File: config.mk
export PLATFORM = sky130hd
export DESIGN_NAME = hslc_norm
export DESIGN_NICKNAME = d
export VERILOG_FILES = /design/src/hsl_to_rgb_converter_top_macros.svh /design/src/hslc_pkg.sv /design/src/hslc_norm.sv
export SDC_FILE = /design/constraint.sdc
export NUM_CORES = 1
export LEC_CHECK = 0
export ABC_CLOCK_PERIOD_IN_PS = 6590
export BUFFER_PORTS_ARGS = -buffer_cell sky130_fd_sc_hd__buf_4
export CORE_MARGIN = 4
export CORE_UTILIZATION = 55
export CTS_CLUSTER_DIAMETER = 60
export DETAILED_ROUTE_END_ITERATION = 16
export PLACE_DENSITY_LB_ADDON = 0.3
export SYNTH_ARGS = -nofsm -noshare
export SYNTH_HDL_FRONTEND = slang
export SYNTH_SLANG_ARGS = --single-unit
export TNS_END_PERCENT = 1
File: constraint.sdc
create_clock -name clk -period 6.59 [get_ports clk]
set_input_delay 1.318 -clock clk [delete_from_list [all_inputs] [get_ports clk]]
set_output_delay 1.318 -clock clk [all_outputs]
set_load 0.02 [all_outputs]
File: src/hsl_to_rgb_converter_top_macros.svh
// Assertion macros shared by the HSL to RGB converter RTL.
`ifndef HSL_TO_RGB_CONVERTER_TOP_MACROS_SVH
`define HSL_TO_RGB_CONVERTER_TOP_MACROS_SVH

// Same-cycle implication, sampled on clk, off while rst_n is low.
`define HSLC_ASSERT_IMPL(lbl, ante, cons) \
  lbl: assert property (@(posedge clk) disable iff (!rst_n) (ante) |-> (cons)) \
    else $error("hslc assertion failed");

// Implication with a fixed delay in cycles.
`define HSLC_ASSERT_DELAY(lbl, ante, dly, cons) \
  lbl: assert property (@(posedge clk) disable iff (!rst_n) (ante) |-> ##dly (cons)) \
    else $error("hslc latency assertion failed");

`endif

File: src/hslc_pkg.sv
// Package for the HSL to RGB converter: payload types, constants, byte scaling.
`timescale 1ns / 1ps
`default_nettype none

package hslc_pkg;

  localparam int FRAC_BITS_DEF = 16;

  localparam int HUE_W  = 9;
  localparam int PCT_W  = 7;
  localparam int BYTE_W = 8;

  localparam int HUE_WRAP = 360;
  localparam int PCT_MAX  = 100;

  // Pipeline depth of each unit
  localparam int NORM_LAT = 2;
  localparam int TMP_LAT  = 3;
  localparam int RAMP_LAT = 4;

  // Reciprocal of 100 for the byte scaling, exact for numerators below 43690
  localparam int BYTE_RECIP = 20972;
  localparam int BYTE_SHIFT = 21;

  typedef struct packed {
    logic [HUE_W-1:0] hue;
    logic [PCT_W-1:0] saturation;
    logic [PCT_W-1:0] lightness;
  } hslc_in_t;

  typedef struct packed {
    logic [BYTE_W-1:0] red;
    logic [BYTE_W-1:0] green;
    logic [BYTE_W-1:0] blue;
  } hslc_out_t;

  // Segment of the piecewise channel ramp
  typedef enum logic [1:0] {
    RAMP_RISE,
    RAMP_HIGH,
    RAMP_FALL,
    RAMP_LOW
  } ramp_seg_t;

  // Percent 0..100 to byte 0..255, rounding half up
  function automatic logic [BYTE_W-1:0] pct_to_byte(input logic [PCT_W-1:0] pct);
    logic [14:0] num;
    logic [29:0] prod;
    num  = 15'(pct) * 15'd255 + 15'd50;
    prod = 30'(num) * 30'(BYTE_RECIP);
    return prod[BYTE_SHIFT +: BYTE_W];
  endfunction

endpackage

`default_nettype wire

File: src/hslc_norm.sv
// Fixed-point normalizer: q = floor(x * 2^FRAC_BITS / DIVISOR) in two stages.
`timescale 1ns / 1ps
`default_nettype none

module hslc_norm #(
  parameter int FRAC_BITS = hslc_pkg::FRAC_BITS_DEF,
  parameter int IN_W      = hslc_pkg::PCT_W,
  parameter int DIVISOR   = hslc_pkg::PCT_MAX
) (
  input  logic                 clk,
  input  logic [IN_W-1:0]      x,
  output logic [FRAC_BITS:0]   q
);

  localparam int Q_W     = FRAC_BITS + 1;
  localparam int GUARD   = IN_W + 1;
  localparam int RECIP_W = FRAC_BITS + GUARD + 1;
  localparam int PROD_W  = IN_W + RECIP_W;
  localparam int NUM_W   = IN_W + FRAC_BITS + 1;
  localparam logic [RECIP_W-1:0] RECIP =
    RECIP_W'((RECIP_W'(1) << (FRAC_BITS + GUARD)) / DIVISOR);

  logic [PROD_W-1:0] prod;
  logic [Q_W-1:0]    est_nxt;
  logic [Q_W-1:0]    est_r;
  logic [IN_W-1:0]   x_r;
  logic [NUM_W-1:0]  num;
  logic [NUM_W-1:0]  back;
  logic [NUM_W-1:0]  rem;
  logic [Q_W-1:0]    q_nxt;
  logic [Q_W-1:0]    q_r;

  // Stage 1: reciprocal estimate, at most one below the true quotient
  always_comb begin
    prod    = PROD_W'(x) * PROD_W'(RECIP);
    est_nxt = prod[GUARD +: Q_W];
  end

  always_ff @(posedge clk) begin
    x_r   <= x;
    est_r <= est_nxt;
  end

  // Stage 2: remainder check and correction
  always_comb begin
    num   = NUM_W'(x_r) << FRAC_BITS;
    back  = NUM_W'(est_r) * NUM_W'(DIVISOR);
    rem   = num - back;
    q_nxt = (rem >= NUM_W'(DIVISOR)) ? est_r + Q_W'(1) : est_r;
  end

  always_ff @(posedge clk) begin
    q_r <= q_nxt;
  end

  assign q = q_r;

endmodule

`default_nettype wire

== Word-level counts from Yosys, hierarchy flattened ==
Cells that the tools add are included.
W data, S select, Z words.
Operators by class
  add/subtract/negate cells: 2
  multipliers: 2
  $lt $le $gt $ge: 1
  mux-type cells: 1
Operators with widths (count)
  $ge A24 B7 Y1 const B: 1
  $sub A23 B24 Y24: 1
  $mul A7 B16 Y23 const B: 1
  $mul A17 B5 Y22 const B: 1
  $add A17 B1 Y17 const B: 1
  $mux W17: 1
Word-level totals
  bits in registers: 41
  word-level logic and storage cells: 9

== Depth between registers and ports, before layout ==
  depth in word-level cells: 4
  mapped depth: 28
  mapped depth without buffers: 27

== Worst setup path after synthesis ==
Ideal clock, no wire load.
  path type: input to register
  start: in x[4]
  end: reg est_r[16]
  library setup time: 72 ps
  arrival time: 5753 ps
  setup slack: 765 ps
  stages on the path: 17
  cell sequence: fa_1 inv_1 fa_1 fa_1 inv_1 fa_1 ha_1 or3_1 or2_2 o211a_1 o311a_1 o21a_1 o21a_1 nor2_1 a21oi_1 a21oi_1 xnor2_1
Between the ends
  longest elaborated chain between the ends: 1
Ends and longest elaborated chain
  start: declaration: line hslc_norm.sv:11  | input logic [IN_W-1:0] x,
  $mul A7 B16 Y23: line hslc_norm.sv:35  | prod = PROD_W'(x) * PROD_W'(RECIP);
  named net est_nxt[16]: line hslc_norm.sv:24  | logic [Q_W-1:0] est_nxt;
  end signal: assignment: line hslc_norm.sv:41  | est_r <= est_nxt;
  end: declaration: line hslc_norm.sv:25  | logic [Q_W-1:0] est_r;
The timed path passes the listed nets, and every way through them passes these cells.

== Worst setup path in the final report ==
  start: reg est_r[6]
  end: reg q_r[1], in the netlist q[1]
Between the ends
  longest elaborated chain between the ends: 4
Ends and longest elaborated chain
  $mul A17 B5 Y22: line hslc_norm.sv:47  | back = NUM_W'(est_r) * NUM_W'(DIVISOR);
  $sub A23 B24 Y24: line hslc_norm.sv:48  | rem = num - back;
  $ge A24 B7 Y1: line hslc_norm.sv:49  | q_nxt = (rem >= NUM_W'(DIVISOR)) ? est_r + Q_W'(1) : est_r;
  $mux W17: line hslc_norm.sv:49
  named net q_nxt[1]: line hslc_norm.sv:30  | logic [Q_W-1:0] q_nxt;
  end signal: assignment: line hslc_norm.sv:53  | q_r <= q_nxt;
  end: declaration: line hslc_norm.sv:31  | logic [Q_W-1:0] q_r;
The timed path passes the listed nets, and every way through them passes these cells.

==> run metrics <==
Worst-Skew Late Latency=300 ps; top_reg_cell synth=dfxtp_1; share of cells above drive strength 1=8.65%; final setup fails=0; ant diodes=0; CTS max path bufs=2; routed length per placed instance=15.2 microns; Routed WL=10800 microns; status=completed; max_slew headroom=around two thirds; Die X=105 microns; worst hold start=est_r[8]$_DFF_P_; CP Capture Type=flop; CTS tree=done; total negative slack=0 ps; vias per cell=~5.6; Unique masters post-synth=58; GPL Wtd Cong=0.939; FF+latch count, synth=41; WHS Path Cells=1; Sink Count=41; post-synthesis async set-or-reset flop share=0%; synthesized area=5180 sq um; Layout Skew=11.1 ps; CP startpoint=est_r[6]$_DFF_P_; CTS Hold Bufs=0; largest net degree at the start of global routing=18; initial antenna violation count=0; Die Height=105 microns; vias in the first global route=between 4000 and 5000; total die area=11000 sq um; syn_area_per_cell=9.09 sq um; global-route wire length before repair=18900 microns; post-route ant nets=0; fin. max-slew vios=0; nets@finish=763; Mapped Nets=733; Hold Crit Class=reg2reg; gr usage total=about 21%; R2R cell count=25; total grt overflow=0; CTS root buffer=clkbuf_8; Highest Clock Rate=162 MHz; vias=4015; core area=around 9200 sq um; most frequent cells in the layout=ha_1 (119), inv_1 (93), dfxtp_1 (40); max-cap violation count=0; EDFF count, synth=0; worst r2r src=est_r[6]$_DFF_P_; H-tree depth=2; port buffer count=24; minimum clock period=6160 ps; initial core utilization=56.4%; Critical Path RT=6780 ps; Crit Path Class=reg2reg; Area Overhead vs Synth=9.39%; cts bufs inserted=5; register area share after synthesis=15.8%; DP HPWL=9220 microns; RSZ-0062 raised after global routing=false; DR iter-0 viols=210; # IOs=25; WP data arrival=6350 ps; Least-Margin Pin Slew=517 ps; drt pass-1 iters=5; synth warn=0; Worst-path clk slew=80 ps; Fin. Hold Viols=0; row count=35; commonest non-fill, non-tap cell in the layout=ha_1; CP max FO=17; Tcrit/Tclk final=93.5%; DRC=0; Gate Count Post-Synth=570; Startpoint Class=flop
## timing repair
| item | CTS | global route |
|---|---|---|
| resized for setup | 0 | 13 |
| endpoints found under the setup margin | 0 | 17 |
| buffers inserted | 0 | 1 |
## synth_stat cells, types with 5 or more instances
| cell type | n | area share, % |
|---|---|---|
| a211oi_1 | 5 | 0.72 |
| a21oi_1 | 22 | 2.1 |
| dfxtp_1 | 41 | 16 |
| fa_1 | 35 | 14 |
| ha_1 | 120 | 29 |
| inv_1 | 93 | 6.7 |
| nand2_1 | 22 | 1.6 |
| nand2b_1 | 11 | 1.3 |
| nand3_1 | 11 | 1.1 |
| nor2_1 | 38 | 2.8 |
| nor3_1 | 8 | 0.77 |
| o21a_1 | 11 | 1.6 |
| o21ai_0 | 25 | 2.4 |
| or3_1 | 6 | 0.72 |
| xnor2_1 | 24 | 4.1 |
| xor2_1 | 19 | 3.2 |
## worst paths after layout
path,slack (ps),endpoint
worst max register to register,430,q[1]$_DFF_P_
worst min-delay path,540,q[8]$_DFF_P_
worst max-delay path,430,q[1]$_DFF_P_
worst min register to register,540,q[8]$_DFF_P_
## cell type report
cell class,count,area [sq um]
clock buffers,5,68.8
clock inverters,3,68.8
fillers,787,3530
inverters,93,349
multi-input cells,431,4010
flip-flops and latches,41,822
well taps,111,139
repair buffers,28,214
## routing by layer
layer	vias up	routed length (microns)	global-route usage, %
met1	1881	4740	25.7
met2	87	5410	36.9
li1	2020	-	-
met5	-	0	0
met4	0	383	8.06
met3	27	300	1.67
## critical path: stages (launching register included)
cell,delay (ps)
dfxtp_1,460
ha_1,280
ha_1,320
fa_1,460
ha_1,290
o21ai_0,320
a21oi_2,140
o21a_1,160
o21ai_1,180
a21oi_1,110
o21ai_0,220
a21oi_1,120
o21a_1,180
nor2_1,160
o21ai_1,110
xnor2_1,130
ha_1,370
o21ai_0,140
a2111oi_2,330
o2111ai_1,180
a211oi_1,200
nand3_1,110
a2111o_1,390
nor4_4,150
buf_6,220
mux2_2,340
## per-stage QoR
| stage | hold WS (ps) | setup WS, ps | utilization (%) | cell area (sq um) | std cells |
|---|---|---|---|---|---|
| floorplan | 488 | 765 | - | 5180 | 570 |
| global placement | 524 | 369 | 59.7 | 5490 | 703 |
| detailed placement | 531 | 239 | 59.7 | 5490 | 703 |
| CTS | 547 | 178 | 61.2 | 5630 | 711 |
| global route | 565 | 0.730 | 61.6 | 5670 | 712 |
| finish | 539 | 426 | 61.6 | 5670 | 712 |
## flip-flops by register name, indices dropped and copies added (netlist names)
name / flops
est_r: 17
q: 17
x_r: 7
## kinds of logic after synthesis
kind of cell	share of synthesized area (%)
XOR/XNOR	7.27
flip-flops	15.8
AND/OR/NAND/NOR	13.1
adder cells (fa/ha/maj)	42.5
buffers and inverters	7.32
AO/OA/AOI/OAI	13.4
multiplexers	0.604
Power is not shown: default switching activity piles up to over one toggle a cycle in this logic, so the estimate is an artifact.
