`config.mk`:
```
export PLATFORM = sky130hd
export DESIGN_NAME = hslc_ramp
export DESIGN_NICKNAME = d
export VERILOG_FILES = /design/src/hsl_to_rgb_converter_top_macros.svh /design/src/hslc_pkg.sv /design/src/hslc_ramp.sv
export SDC_FILE = /design/constraint.sdc
export NUM_CORES = 1
export LEC_CHECK = 0
export BUFFER_PORTS_ARGS = -buffer_cell sky130_fd_sc_hd__buf_2
export CELL_PAD_IN_SITES_DETAIL_PLACEMENT = 2
export CELL_PAD_IN_SITES_GLOBAL_PLACEMENT = 2
export CORE_MARGIN = 2
export CORE_UTILIZATION = 41
export CTS_CLUSTER_DIAMETER = 40
export DETAILED_ROUTE_END_ITERATION = 7
export PLACE_DENSITY = 0.84
export SLEW_MARGIN = 10
export SYNTH_ARGS = -nofsm -noshare
export SYNTH_HDL_FRONTEND = slang
export SYNTH_SLANG_ARGS = --single-unit
```
`constraint.sdc`:
```
create_clock -name clk -period 7.4 [get_ports clk]
set_clock_uncertainty 0.1 [all_clocks]
set_input_delay 1.85 -clock clk [delete_from_list [all_inputs] [get_ports clk]]
set_output_delay 1.85 -clock clk [all_outputs]
set_load 0.01 [all_outputs]
```
`src/hsl_to_rgb_converter_top_macros.svh`:
```
// Assertion macros shared by the HSL to RGB converter RTL.
`ifndef HSL_TO_RGB_CONVERTER_TOP_MACROS_SVH
`define HSL_TO_RGB_CONVERTER_TOP_MACROS_SVH

// Same-cycle implication, sampled on clk, off while rst_n is low.
`define HSLC_ASSERT_IMPL(lbl, ante, cons) \
  lbl: assert property (@(posedge clk) disable iff (!rst_n) (ante) |-> (cons)) \
    else $error("hslc assertion failed");

// Implication with a fixed delay in cycles.
`define HSLC_ASSERT_DELAY(lbl, ante, dly, cons) \
  lbl: assert property (@(posedge clk) disable iff (!rst_n) (ante) |-> ##dly (cons)) \
    else $error("hslc latency assertion failed");

`endif

```
`src/hslc_pkg.sv`:
```
// Package for the HSL to RGB converter: payload types, constants, byte scaling.
`timescale 1ns / 1ps
`default_nettype none

package hslc_pkg;

  localparam int FRAC_BITS_DEF = 16;

  localparam int HUE_W  = 9;
  localparam int PCT_W  = 7;
  localparam int BYTE_W = 8;

  localparam int HUE_WRAP = 360;
  localparam int PCT_MAX  = 100;

  // Pipeline depth of each unit
  localparam int NORM_LAT = 2;
  localparam int TMP_LAT  = 3;
  localparam int RAMP_LAT = 4;

  // Reciprocal of 100 for the byte scaling, exact for numerators below 43690
  localparam int BYTE_RECIP = 20972;
  localparam int BYTE_SHIFT = 21;

  typedef struct packed {
    logic [HUE_W-1:0] hue;
    logic [PCT_W-1:0] saturation;
    logic [PCT_W-1:0] lightness;
  } hslc_in_t;

  typedef struct packed {
    logic [BYTE_W-1:0] red;
    logic [BYTE_W-1:0] green;
    logic [BYTE_W-1:0] blue;
  } hslc_out_t;

  // Segment of the piecewise channel ramp
  typedef enum logic [1:0] {
    RAMP_RISE,
    RAMP_HIGH,
    RAMP_FALL,
    RAMP_LOW
  } ramp_seg_t;

  // Percent 0..100 to byte 0..255, rounding half up
  function automatic logic [BYTE_W-1:0] pct_to_byte(input logic [PCT_W-1:0] pct);
    logic [14:0] num;
    logic [29:0] prod;
    num  = 15'(pct) * 15'd255 + 15'd50;
    prod = 30'(num) * 30'(BYTE_RECIP);
    return prod[BYTE_SHIFT +: BYTE_W];
  endfunction

endpackage

`default_nettype wire

```
`src/hslc_ramp.sv`:
```
// One channel: piecewise ramp on the hue offset, then scaling to whole percent.
`timescale 1ns / 1ps
`default_nettype none

module hslc_ramp #(
  parameter int FRAC_BITS = hslc_pkg::FRAC_BITS_DEF
) (
  input  logic                        clk,
  input  logic [FRAC_BITS:0]          t,
  input  logic [FRAC_BITS:0]          t1,
  input  logic [FRAC_BITS:0]          t2,
  input  logic [FRAC_BITS:0]          d,
  output logic [hslc_pkg::PCT_W-1:0]  pct
);

  import hslc_pkg::*;

  localparam int W = FRAC_BITS + 1;
  localparam longint unsigned ONE_I = 64'd1 << FRAC_BITS;
  localparam logic [W-1:0] ONE       = W'(ONE_I);
  localparam logic [W-1:0] TWO_THIRD = W'((2 * ONE_I) / 3);

  ramp_seg_t      seg_nxt;
  logic [W+2:0]   t6;
  logic           six_lt, two_lt, three_lt;
  logic [W-1:0]   k;
  logic [W+2:0]   k6;
  logic [W-1:0]   f_nxt;
  ramp_seg_t      seg1_r;
  logic [W-1:0]   f_r, t1_1_r, t2_1_r, d_r;

  logic [2*W-1:0] df_prod;
  ramp_seg_t      seg2_r;
  logic [W-1:0]   df_r, t1_2_r, t2_2_r;

  logic [W:0]     v_nxt;
  logic [W:0]     v_r;

  logic [W+7:0]   v100;
  logic [8:0]     p_wide;
  logic [PCT_W-1:0] pct_nxt;
  logic [PCT_W-1:0] pct_r;

  // Stage 1: segment select and slope factor
  always_comb begin
    t6       = (W+3)'(t) * (W+3)'(6);
    six_lt   = t6 < (W+3)'(ONE);
    two_lt   = ((W+1)'(t) << 1) < (W+1)'(ONE);
    three_lt = ((W+2)'(t) * (W+2)'(3)) < (W+2)'(2 * ONE_I);
    k        = (TWO_THIRD >= t) ? TWO_THIRD - t : '0;
    k6       = (W+3)'(k) * (W+3)'(6);
    if (six_lt) begin
      seg_nxt = RAMP_RISE;
    end else if (two_lt) begin
      seg_nxt = RAMP_HIGH;
    end else if (three_lt) begin
      seg_nxt = RAMP_FALL;
    end else begin
      seg_nxt = RAMP_LOW;
    end
    f_nxt = (seg_nxt == RAMP_RISE) ? t6[W-1:0] : k6[W-1:0];
  end

  always_ff @(posedge clk) begin
    seg1_r <= seg_nxt;
    f_r    <= f_nxt;
    t1_1_r <= t1;
    t2_1_r <= t2;
    d_r    <= d;
  end

  // Stage 2: slope times height
  assign df_prod = (2*W)'(d_r) * (2*W)'(f_r);

  always_ff @(posedge clk) begin
    seg2_r <= seg1_r;
    df_r   <= df_prod[FRAC_BITS +: W];
    t1_2_r <= t1_1_r;
    t2_2_r <= t2_1_r;
  end

  // Stage 3: channel value per segment
  always_comb begin
    case (seg2_r)
      RAMP_RISE: v_nxt = (W+1)'(t2_2_r) + (W+1)'(df_r);
      RAMP_HIGH: v_nxt = (W+1)'(t1_2_r);
      RAMP_FALL: v_nxt = (W+1)'(t2_2_r) + (W+1)'(df_r);
      RAMP_LOW:  v_nxt = (W+1)'(t2_2_r);
      default:   v_nxt = (W+1)'(t2_2_r);
    endcase
  end

  always_ff @(posedge clk) begin
    v_r <= v_nxt;
  end

  // Stage 4: whole percent, capped
  always_comb begin
    v100    = (W+8)'(v_r) * (W+8)'(PCT_MAX);
    p_wide  = v100[FRAC_BITS +: 9];
    pct_nxt = (p_wide > 9'(PCT_MAX)) ? PCT_W'(PCT_MAX) : p_wide[PCT_W-1:0];
  end

  always_ff @(posedge clk) begin
    pct_r <= pct_nxt;
  end

  assign pct = pct_r;

endmodule

`default_nettype wire

```
# Word-level counts from Yosys, hierarchy flattened

Index checks and enable logic that the tools add are counted.

Register bits after elaboration: 148
Input port bits: 69
Output and inout port bits: 7

Add/sub/neg operators: 2
$mul: 5
Order comparisons: 5
Equal/unequal tests: 3
Muxes and demuxes: 6
Reduce and logical (&&, ||, !) cells: 3

Operator list:

| kind                                                                                 | count |
|---|---|
| 18-bit case mux with 3 select lines                                                  | 1 |
| 17-bit by 2-bit multiplier with 19-bit output, second input constant                 | 2 |
| 17-bit two-way mux                                                                   | 2 |
| 17-bit by 17-bit multiplier with 33-bit output                                       | 1 |
| 18-bit by 5-bit multiplier with 23-bit output, second input constant                 | 1 |
| 20-bit by 17-bit < comparator with 1-bit output, second input constant               | 1 |
| 19-bit by 18-bit < comparator with 1-bit output, second input constant               | 1 |
| 17-bit by 17-bit adder with 18-bit output                                            | 1 |
| 18-bit by 17-bit < comparator with 1-bit output, second input constant               | 1 |
| 16-bit by 17-bit greater-or-equal comparator with 1-bit output, first input constant | 1 |
| 17-bit by 2-bit multiplier with 16-bit output, second input constant                 | 1 |
| 16-bit by 17-bit subtractor with 17-bit output, first input constant                 | 1 |
| 9-bit by 7-bit greater-than comparator with 1-bit output, second input constant      | 1 |
| 2-bit == test, second input constant                                                 | 2 |
| 2-bit zero test                                                                      | 2 |
| 2-bit two-way mux                                                                    | 2 |
| 2-bit by 1-bit == test with 1-bit output, second input constant                      | 1 |
| 2-bit OR reduction                                                                   | 1 |
| 1-bit two-way mux                                                                    | 1 |

# Logic depth before layout (Yosys ltp)

Gate-level depths: netlist of the first run.

Depth in word-level cells: 7
Gate-level depth with buffers: 25

# Worst setup path before layout of the first run

OpenSTA, ideal clock, no wires.

Kind: reg2reg
From: register f_r[10]
To: register df_r[16]
Arrival time: 5.919 ns
Required time: 7.228 ns
Path slack: 1.309 ns
Stages on the path, launching flop included: 24
Period minus slack after synthesis: 6.091 ns
Cell sequence: dfxtp_1 clkbuf_1 clkbuf_1 nand2_1 fa_1 inv_1 fa_1 fa_1 fa_1 fa_1 inv_1 fa_1 inv_1 ha_1 o21a_1 o21ai_1 nand2b_1 and3_1 a221oi_2 o221ai_2 nand4_1 nand2_1 o41ai_2 xnor2_1

Cells in the longest elaborated chain, start to end: 1

Ends and longest elaborated chain:

| item                                           | RTL line        | RTL |
|---|---|---|
| start, declared                                | hslc_ramp.sv:30 | `logic [W-1:0] f_r, t1_1_r, t2_1_r, d_r;` |
| start signal, assigned                         | hslc_ramp.sv:66 | `f_r <= f_nxt;` |
| 17-bit by 17-bit multiplier with 33-bit output | hslc_ramp.sv:73 | `assign df_prod = (2*W)'(d_r) * (2*W)'(f_r);` |
| via df_prod[32]                                | hslc_ramp.sv:32 | `logic [2*W-1:0] df_prod;` |
| end signal, assigned                           | hslc_ramp.sv:77 | `df_r <= df_prod[FRAC_BITS +: W];` |
| end, declared                                  | hslc_ramp.sv:34 | `logic [W-1:0] df_r, t1_2_r, t2_2_r;` |

The timed path passes the listed nets, and every way through them passes these cells.
A chain may end at the register's enable or synchronous reset.

# Worst setup path after layout of the first run

From: register d_r[7]
To: register df_r[16]

Cells in the longest elaborated chain, start to end: 1

Ends and longest elaborated chain:

| item                                           | RTL line        | RTL |
|---|---|---|
| start, declared                                | hslc_ramp.sv:30 |  |
| start signal, assigned                         | hslc_ramp.sv:69 | `d_r <= d;` |
| 17-bit by 17-bit multiplier with 33-bit output | hslc_ramp.sv:73 |  |
| via df_prod[32]                                | hslc_ramp.sv:32 |  |

The timed path passes the listed nets, and every way through them passes these cells.

==> results of run 1 <==
-- final timing paths --
check                 start         to  slack (ns)  cells after the start
setup / recovery     d_r[7]   df_r[16]        0.26                     21
hold / removal    t1_1_r[0]  t1_2_r[0]        0.23                      0
setup reg to reg     d_r[7]   df_r[16]        0.26                     21
hold reg to reg   t1_1_r[0]  t1_2_r[0]        0.23                      0
-- layer usage --
layer,up-vias,track usage
met5,-,0
met4,0,0.09213
met3,84,0.03093
met2,216,0.4768
met1,6270,0.2807
li1,5565,-
-- logic make-up (layout without fill, tap and decap cells) --
logic type / count (synthesis) / after routing / share of synthesized area
AO/OA/AOI/OAI: 179 / 179 / 0.07480
flip-flops: 147 / 147 / 0.1795
XOR/XNOR: 81 / 81 / 0.04458
AND/OR/NAND/NOR: 447 / 447 / 0.1342
adder cells (fa/ha/maj): 462 / 462 / 0.4539
buffers and inverters: 407 / 486 / 0.09373
multiplexers: 30 / 30 / 0.01931
other: 0 / 1 / 0
-- registers in the layout, summed over array words and instances (netlist names) --
register	flops
v_r	18
d_r	17
df_r	17
t1_1_r	17
t1_2_r	17
t2_1_r	17
t2_2_r	17
f_r	16
pct	7
seg1_r	2
seg2_r	2
-- metrics by stage --
step	util	hold WS [ns]
after floorplan	-	0.2096
after global placement	0.4380	0.2146
after detailed placement	0.4380	0.2132
after CTS	0.4532	0.2330
after global routing	0.4532	0.2361
final	0.4533	0.2306
-- worst max-delay path, stage by stage (launching register included) --
cell,delay (ns)
dfxtp_1,0.83
nand2_1,0.27
fa_1,0.64
inv_1,0.08
fa_1,0.50
inv_1,0.06
fa_1,0.50
inv_1,0.06
fa_1,0.50
fa_1,0.52
fa_1,0.50
ha_1,0.36
nand4_1,0.12
nor2_1,0.10
nand4_1,0.25
nand4_1,0.29
a221oi_2,0.50
o221ai_2,0.19
nand4_1,0.15
nand2_1,0.11
o41ai_2,0.27
xnor2_1,0.16
-- cells in the final DEF, fill, tap and decap left out, types with 9 or more instances in the layout --
| cell | instances |
|---|---|
| xor2_1 | 27 |
| fa_1 | 221 |
| nand2b_1 | 16 |
| nand2_1 | 161 |
| dfxtp_1 | 147 |
| a21o_1 | 23 |
| xnor2_1 | 52 |
| buf_2 | 75 |
| and2_1 | 142 |
| inv_1 | 365 |
| nor3_1 | 18 |
| a21oi_1 | 66 |
| buf_4 | 14 |
| clkbuf_16 | 17 |
| o21ai_0 | 21 |
| mux2i_1 | 26 |
| nor2b_1 | 9 |
| ha_1 | 241 |
| nor2_1 | 69 |
| nand3_1 | 9 |
| o21bai_1 | 10 |
-- area by class of cell --
cell class / count / share of cell area
clock buffer: 17 / 0.02368
timing repair buffer: 89 / 0.02674
clock inverter: 15 / 0.009819
sequential: 147 / 0.1638
antenna: 1 / 0.0001393
inverter: 365 / 0.07625
multi-input combinational: 1199 / 0.6630
tap: 525 / 0.03656
==> qor.yml, run 1 <==
status: "finished clean"
routed-wl-met2_mm: 26.91
instances_no_fill: 2358
highest_layer: "met4"
fmax_ghz: 0.1400
crit_type: "flip-flop to flip-flop"
rsz0062_at_grt: "false"
cts_tree: "yes"
drc: 0
clockBufferDepth: 2
synth-seq-area-share: 0.1795
wl_met3_mm: 1.458
drive_gt1_frac: 0.07860
ctsResizeCount: 0
nFillCells: 4291
netlist.area_leader.share: 0.2699
pin_count: 76
critPathLaunchType: "flip-flop"
worst_setup_path_end_kind: "flip-flop"
design_area_um2: 17970
yosysTopAreaCell: "fa_1"
grt_pass1_vias: 14520
syn_nets: 2284
grt_first_pass_wirelength_mm: 79.11
numCtsBuffers: 17
globalRouteOverflowTotal: 0
coreArea_um2: 39640
dpl.cell_count: 2325
synth_area_leaders: "fa_1, ha_1, dfxtp_1, inv_1, and2_1"
place_ws_ns: 0.2824
avgSynthCellArea_um2: 9.351
fp-row-count: 73
die_height_um: 204.0
synthDistinctLibCells: 64
die_area_um2: 41600
cts-root-buf: "clkbuf_16"
synthArstFlopShare: 0
first_iter_violations: 388
worst_slack_ns: 0.2579
yosys-top-cells-count: "inv_1, ha_1, fa_1"
place_area_um2: 17360
antenna_left: 0
finalHoldViolCount: 0
place_congestion: 0.8522
slew_headroom: 0.1986
slew_viol_final: 0
wirelength_mm: 49.70
crit_fanout: 16
dp_hpwl_mm: 41.35
fin_nets: 2350
antenna_found_initial: 0
synthCells: 1753
tns_ns: 0
ys_ff_latch: 147
synth_edf_count: 0
finalCriticalPeriod_ns: 7.142
dr.pass1.iters: 4
ys_warn_count: 0
wl_met1_mm: 19.79
post_cts_buffers: 0
grt_max_degree: 36
track_usage: 0.2492
route.detailed.wl_per_inst_um: 21.08
avgViaCountPerCell: 5.146
multiInputGateArea_um2: 11910
clk_pin_slew_worst_paths_ns: 0.08
dr_total_vias: 12140
area_growth_pct: 9.610
ff_latch_area_um2: 2943
arrival_ns: 7.42
synth_area_um2: 16390
drv_cap: 0
required_ns: 7.68
min_period_over_period: 0.9651
clkLatencyLatePin_ns: 0.46
yosysMostFrequentCell: "inv_1"
htreeDepth: 4
hp-class: "flip-flop to flip-flop"
cts_sinks: 147
synth_flop_cell: "dfxtp_1"
die_w_um: 204.0
hold_buffers: 0
port_buffers: 75
tightest_slew_ns: 1.200
start_util: 0.4135
finalSetupViolCount: 0
Power of run 1 is left out: the tool's default activity adds up to more than one toggle a clock period on the data nets, which glitch-free logic cannot reach.
==> run 2, diff against run 1 <==
Settings changed: CORE_UTILIZATION 41 to 42, CTS_BUF_LIST from default to sky130_fd_sc_hd__clkbuf_4, PLACE_DENSITY 0.84 to 0.86.
==> qor.yml, run 2 (synthesis results as in run 1) <==
r2r_end: "df_r[16]"
finalSetupViolCount: 0  # unchanged
avgViaCountPerCell: 5.128  # -0.36%
coreArea_um2: 38560  # -2.7%
hold_depth: 0  # unchanged
numCtsBuffers: 17  # unchanged
hp-class: "flip-flop to flip-flop"
drive_gt1_frac: 0.07961  # +0.001005
r2r.worst_path.cells: 21  # unchanged
grt_pass1_vias: 14590  # +0.48%
wirelength_mm: 48.84  # -1.7%
slew_headroom: 0.2174  # +0.01877
crit_type: "flip-flop to flip-flop"
most-common-layout-cells: "inv_1, ha_1, fa_1"
port_buffers: 75  # unchanged
globalRouteOverflowTotal: 0  # unchanged
regMostFlops: "v_r"
antenna_left: 0  # unchanged
cts_sinks: 147  # unchanged
final_common_cell: "inv_1"
htreeDepth: 4  # unchanged
cts-root-buf: "clkbuf_4"
slew_viol_final: 0  # unchanged
grt_max_degree: 36  # unchanged
dp_hpwl_mm: 41.12  # -0.55%
dr.pass1.iters: 6  # +2
die_height_um: 201.6  # -1.2%
tightest_slew_ns: 1.172  # -0.02811 ns
critPathLaunchType: "flip-flop"
slowest_stage: "dfxtp_1"
fp-row-count: 72  # -1.4%
fin_nets: 2352  # +0.085%
required_ns: 7.89  # +0.21 ns
clockBufferDepth: 2  # unchanged
tns_ns: 0  # unchanged
die_area_um2: 40620  # -2.3%
area_growth_pct: 7.633
finalCriticalPeriod_ns: 6.959  # -0.1829 ns
drv_cap: 0  # unchanged
crit_chain: "nand2_1, fa_1, fa_1, fa_1, fa_1, inv_1, fa_1, inv_1, fa_1, inv_1, ha_1, a21oi_1, nor2b_1, o2111ai_1, nand4_1, a221oi_2, o221ai_2, nand4_1, nand2_1, o41ai_2, xnor2_1"
post_cts_buffers: 0  # unchanged
ff2ff_setup_slack_ns: 0.44  # +0.18 ns
rsz0062_at_grt: "false"
r2r-start: "d_r[7]"
status: "finished clean"
largest_register_ff_count: 18  # unchanged
fmax_ghz: 0.1437  # +2.6%
min_to: "t2_2_r[1]"
first_iter_violations: 420  # +8.2%
dr_total_vias: 12070  # -0.57%
antenna_found_initial: 1  # +1
start_util: 0.4251  # +0.01162
clkLatencyLatePin_ns: 0.67  # +0.21 ns
min_period_over_period: 0.9404  # -0.02472
pin_count: 76  # unchanged
crit_fanout: 16  # unchanged
drc: 0  # unchanged
place_congestion: 0.8760  # +2.8%
max_stage_delay_ns: 0.80  # -0.03 ns
finalHoldViolCount: 0  # unchanged
track_usage: 0.2516  # +0.002415
ctsResizeCount: 0  # unchanged
holdWs_ns: 0.2239  # -0.006680 ns
clk_pin_slew_worst_paths_ns: 0.16  # +0.08 ns
arrival_ns: 7.45  # +0.03 ns
cts_tree: "yes"
postLayoutCoreUtil: 0.4576  # +0.004333
die_w_um: 201.6  # -1.2%
grt_first_pass_wirelength_mm: 79.15  # about the same
route.detailed.wl_per_inst_um: 20.76  # -1.5%
nFillCells: 4274  # -0.40%
crit_path_frequent_cell: "fa_1"
worst_setup_path_end_kind: "flip-flop"
min-delay-start: "t2_1_r[1]"
hold_buffers: 0  # unchanged
-- run 2: changes by cell type in the layout (fill, tap and decap cells not counted), sizes merged --
cell	previous run	this run
buf	89	91
inv	374	373
clkinv	6	5
clkinvlp	0	2
-- run 2: metrics by stage --
| stage | instance area, µm² | worst slack (ns) | instances |
|---|---|---|---|
| detailed placement | 17370 | 0.3457 | 2320 |
| CTS | 17640 | 0.4232 | 2352 |
| global route | 17640 | 0.01587 | 2353 |
| finish | 17640 | 0.4409 | 2353 |
| global placement | 17370 | 0.5583 | 2320 |
| floorplan | 16390 | 1.309 | 1753 |
-- run 2: worst max-delay path: cells and delay by family, from the launching register on --
family	cells	cell delay [ns]
DFF	1	0.80
adders and majority gates	7	3.45
and+or+nand+nor	5	0.86
xor gates and xnor gates	1	0.15
AOI/OAI and AO/OA	5	1.37
buffers and inverters	3	0.17
-- run 2: metal layers --
metal	GRT usage	vias to the layer above	routed length, µm
met2	0.4797	211	26330
met1	0.2854	6220	19690
li1	-	5563	-
met5	0	-	0
met4	0.07484	0	1219
met3	0.04195	72	1591
-- run 2: area by class of cell --
type                       count  area [µm²]  share of cell area
multi-input combinational   1199       11910              0.6752
timing repair buffer          91       495.5             0.02808
clock inverter                15       143.9            0.008155
inverter                     365        1370             0.07765
antenna                        1       2.502           0.0001418
tap                          518       648.1             0.03673
clock buffer                  17       127.6            0.007233
sequential                   147        2943              0.1668
-- run 2: how the worst max path moves through the flow --
stage,start,to
2_1_floorplan,f_r[10],df_r[16]
3_3_place_gp,f_r[8],df_r[16]
3_5_place_dp,t[2],f_r[16]
4_1_cts,d_r[7],df_r[16]
5_1_grt,f_r[4],df_r[16]
6_report,d_r[7],df_r[16]
Power of run 2 is left out for the same reason.
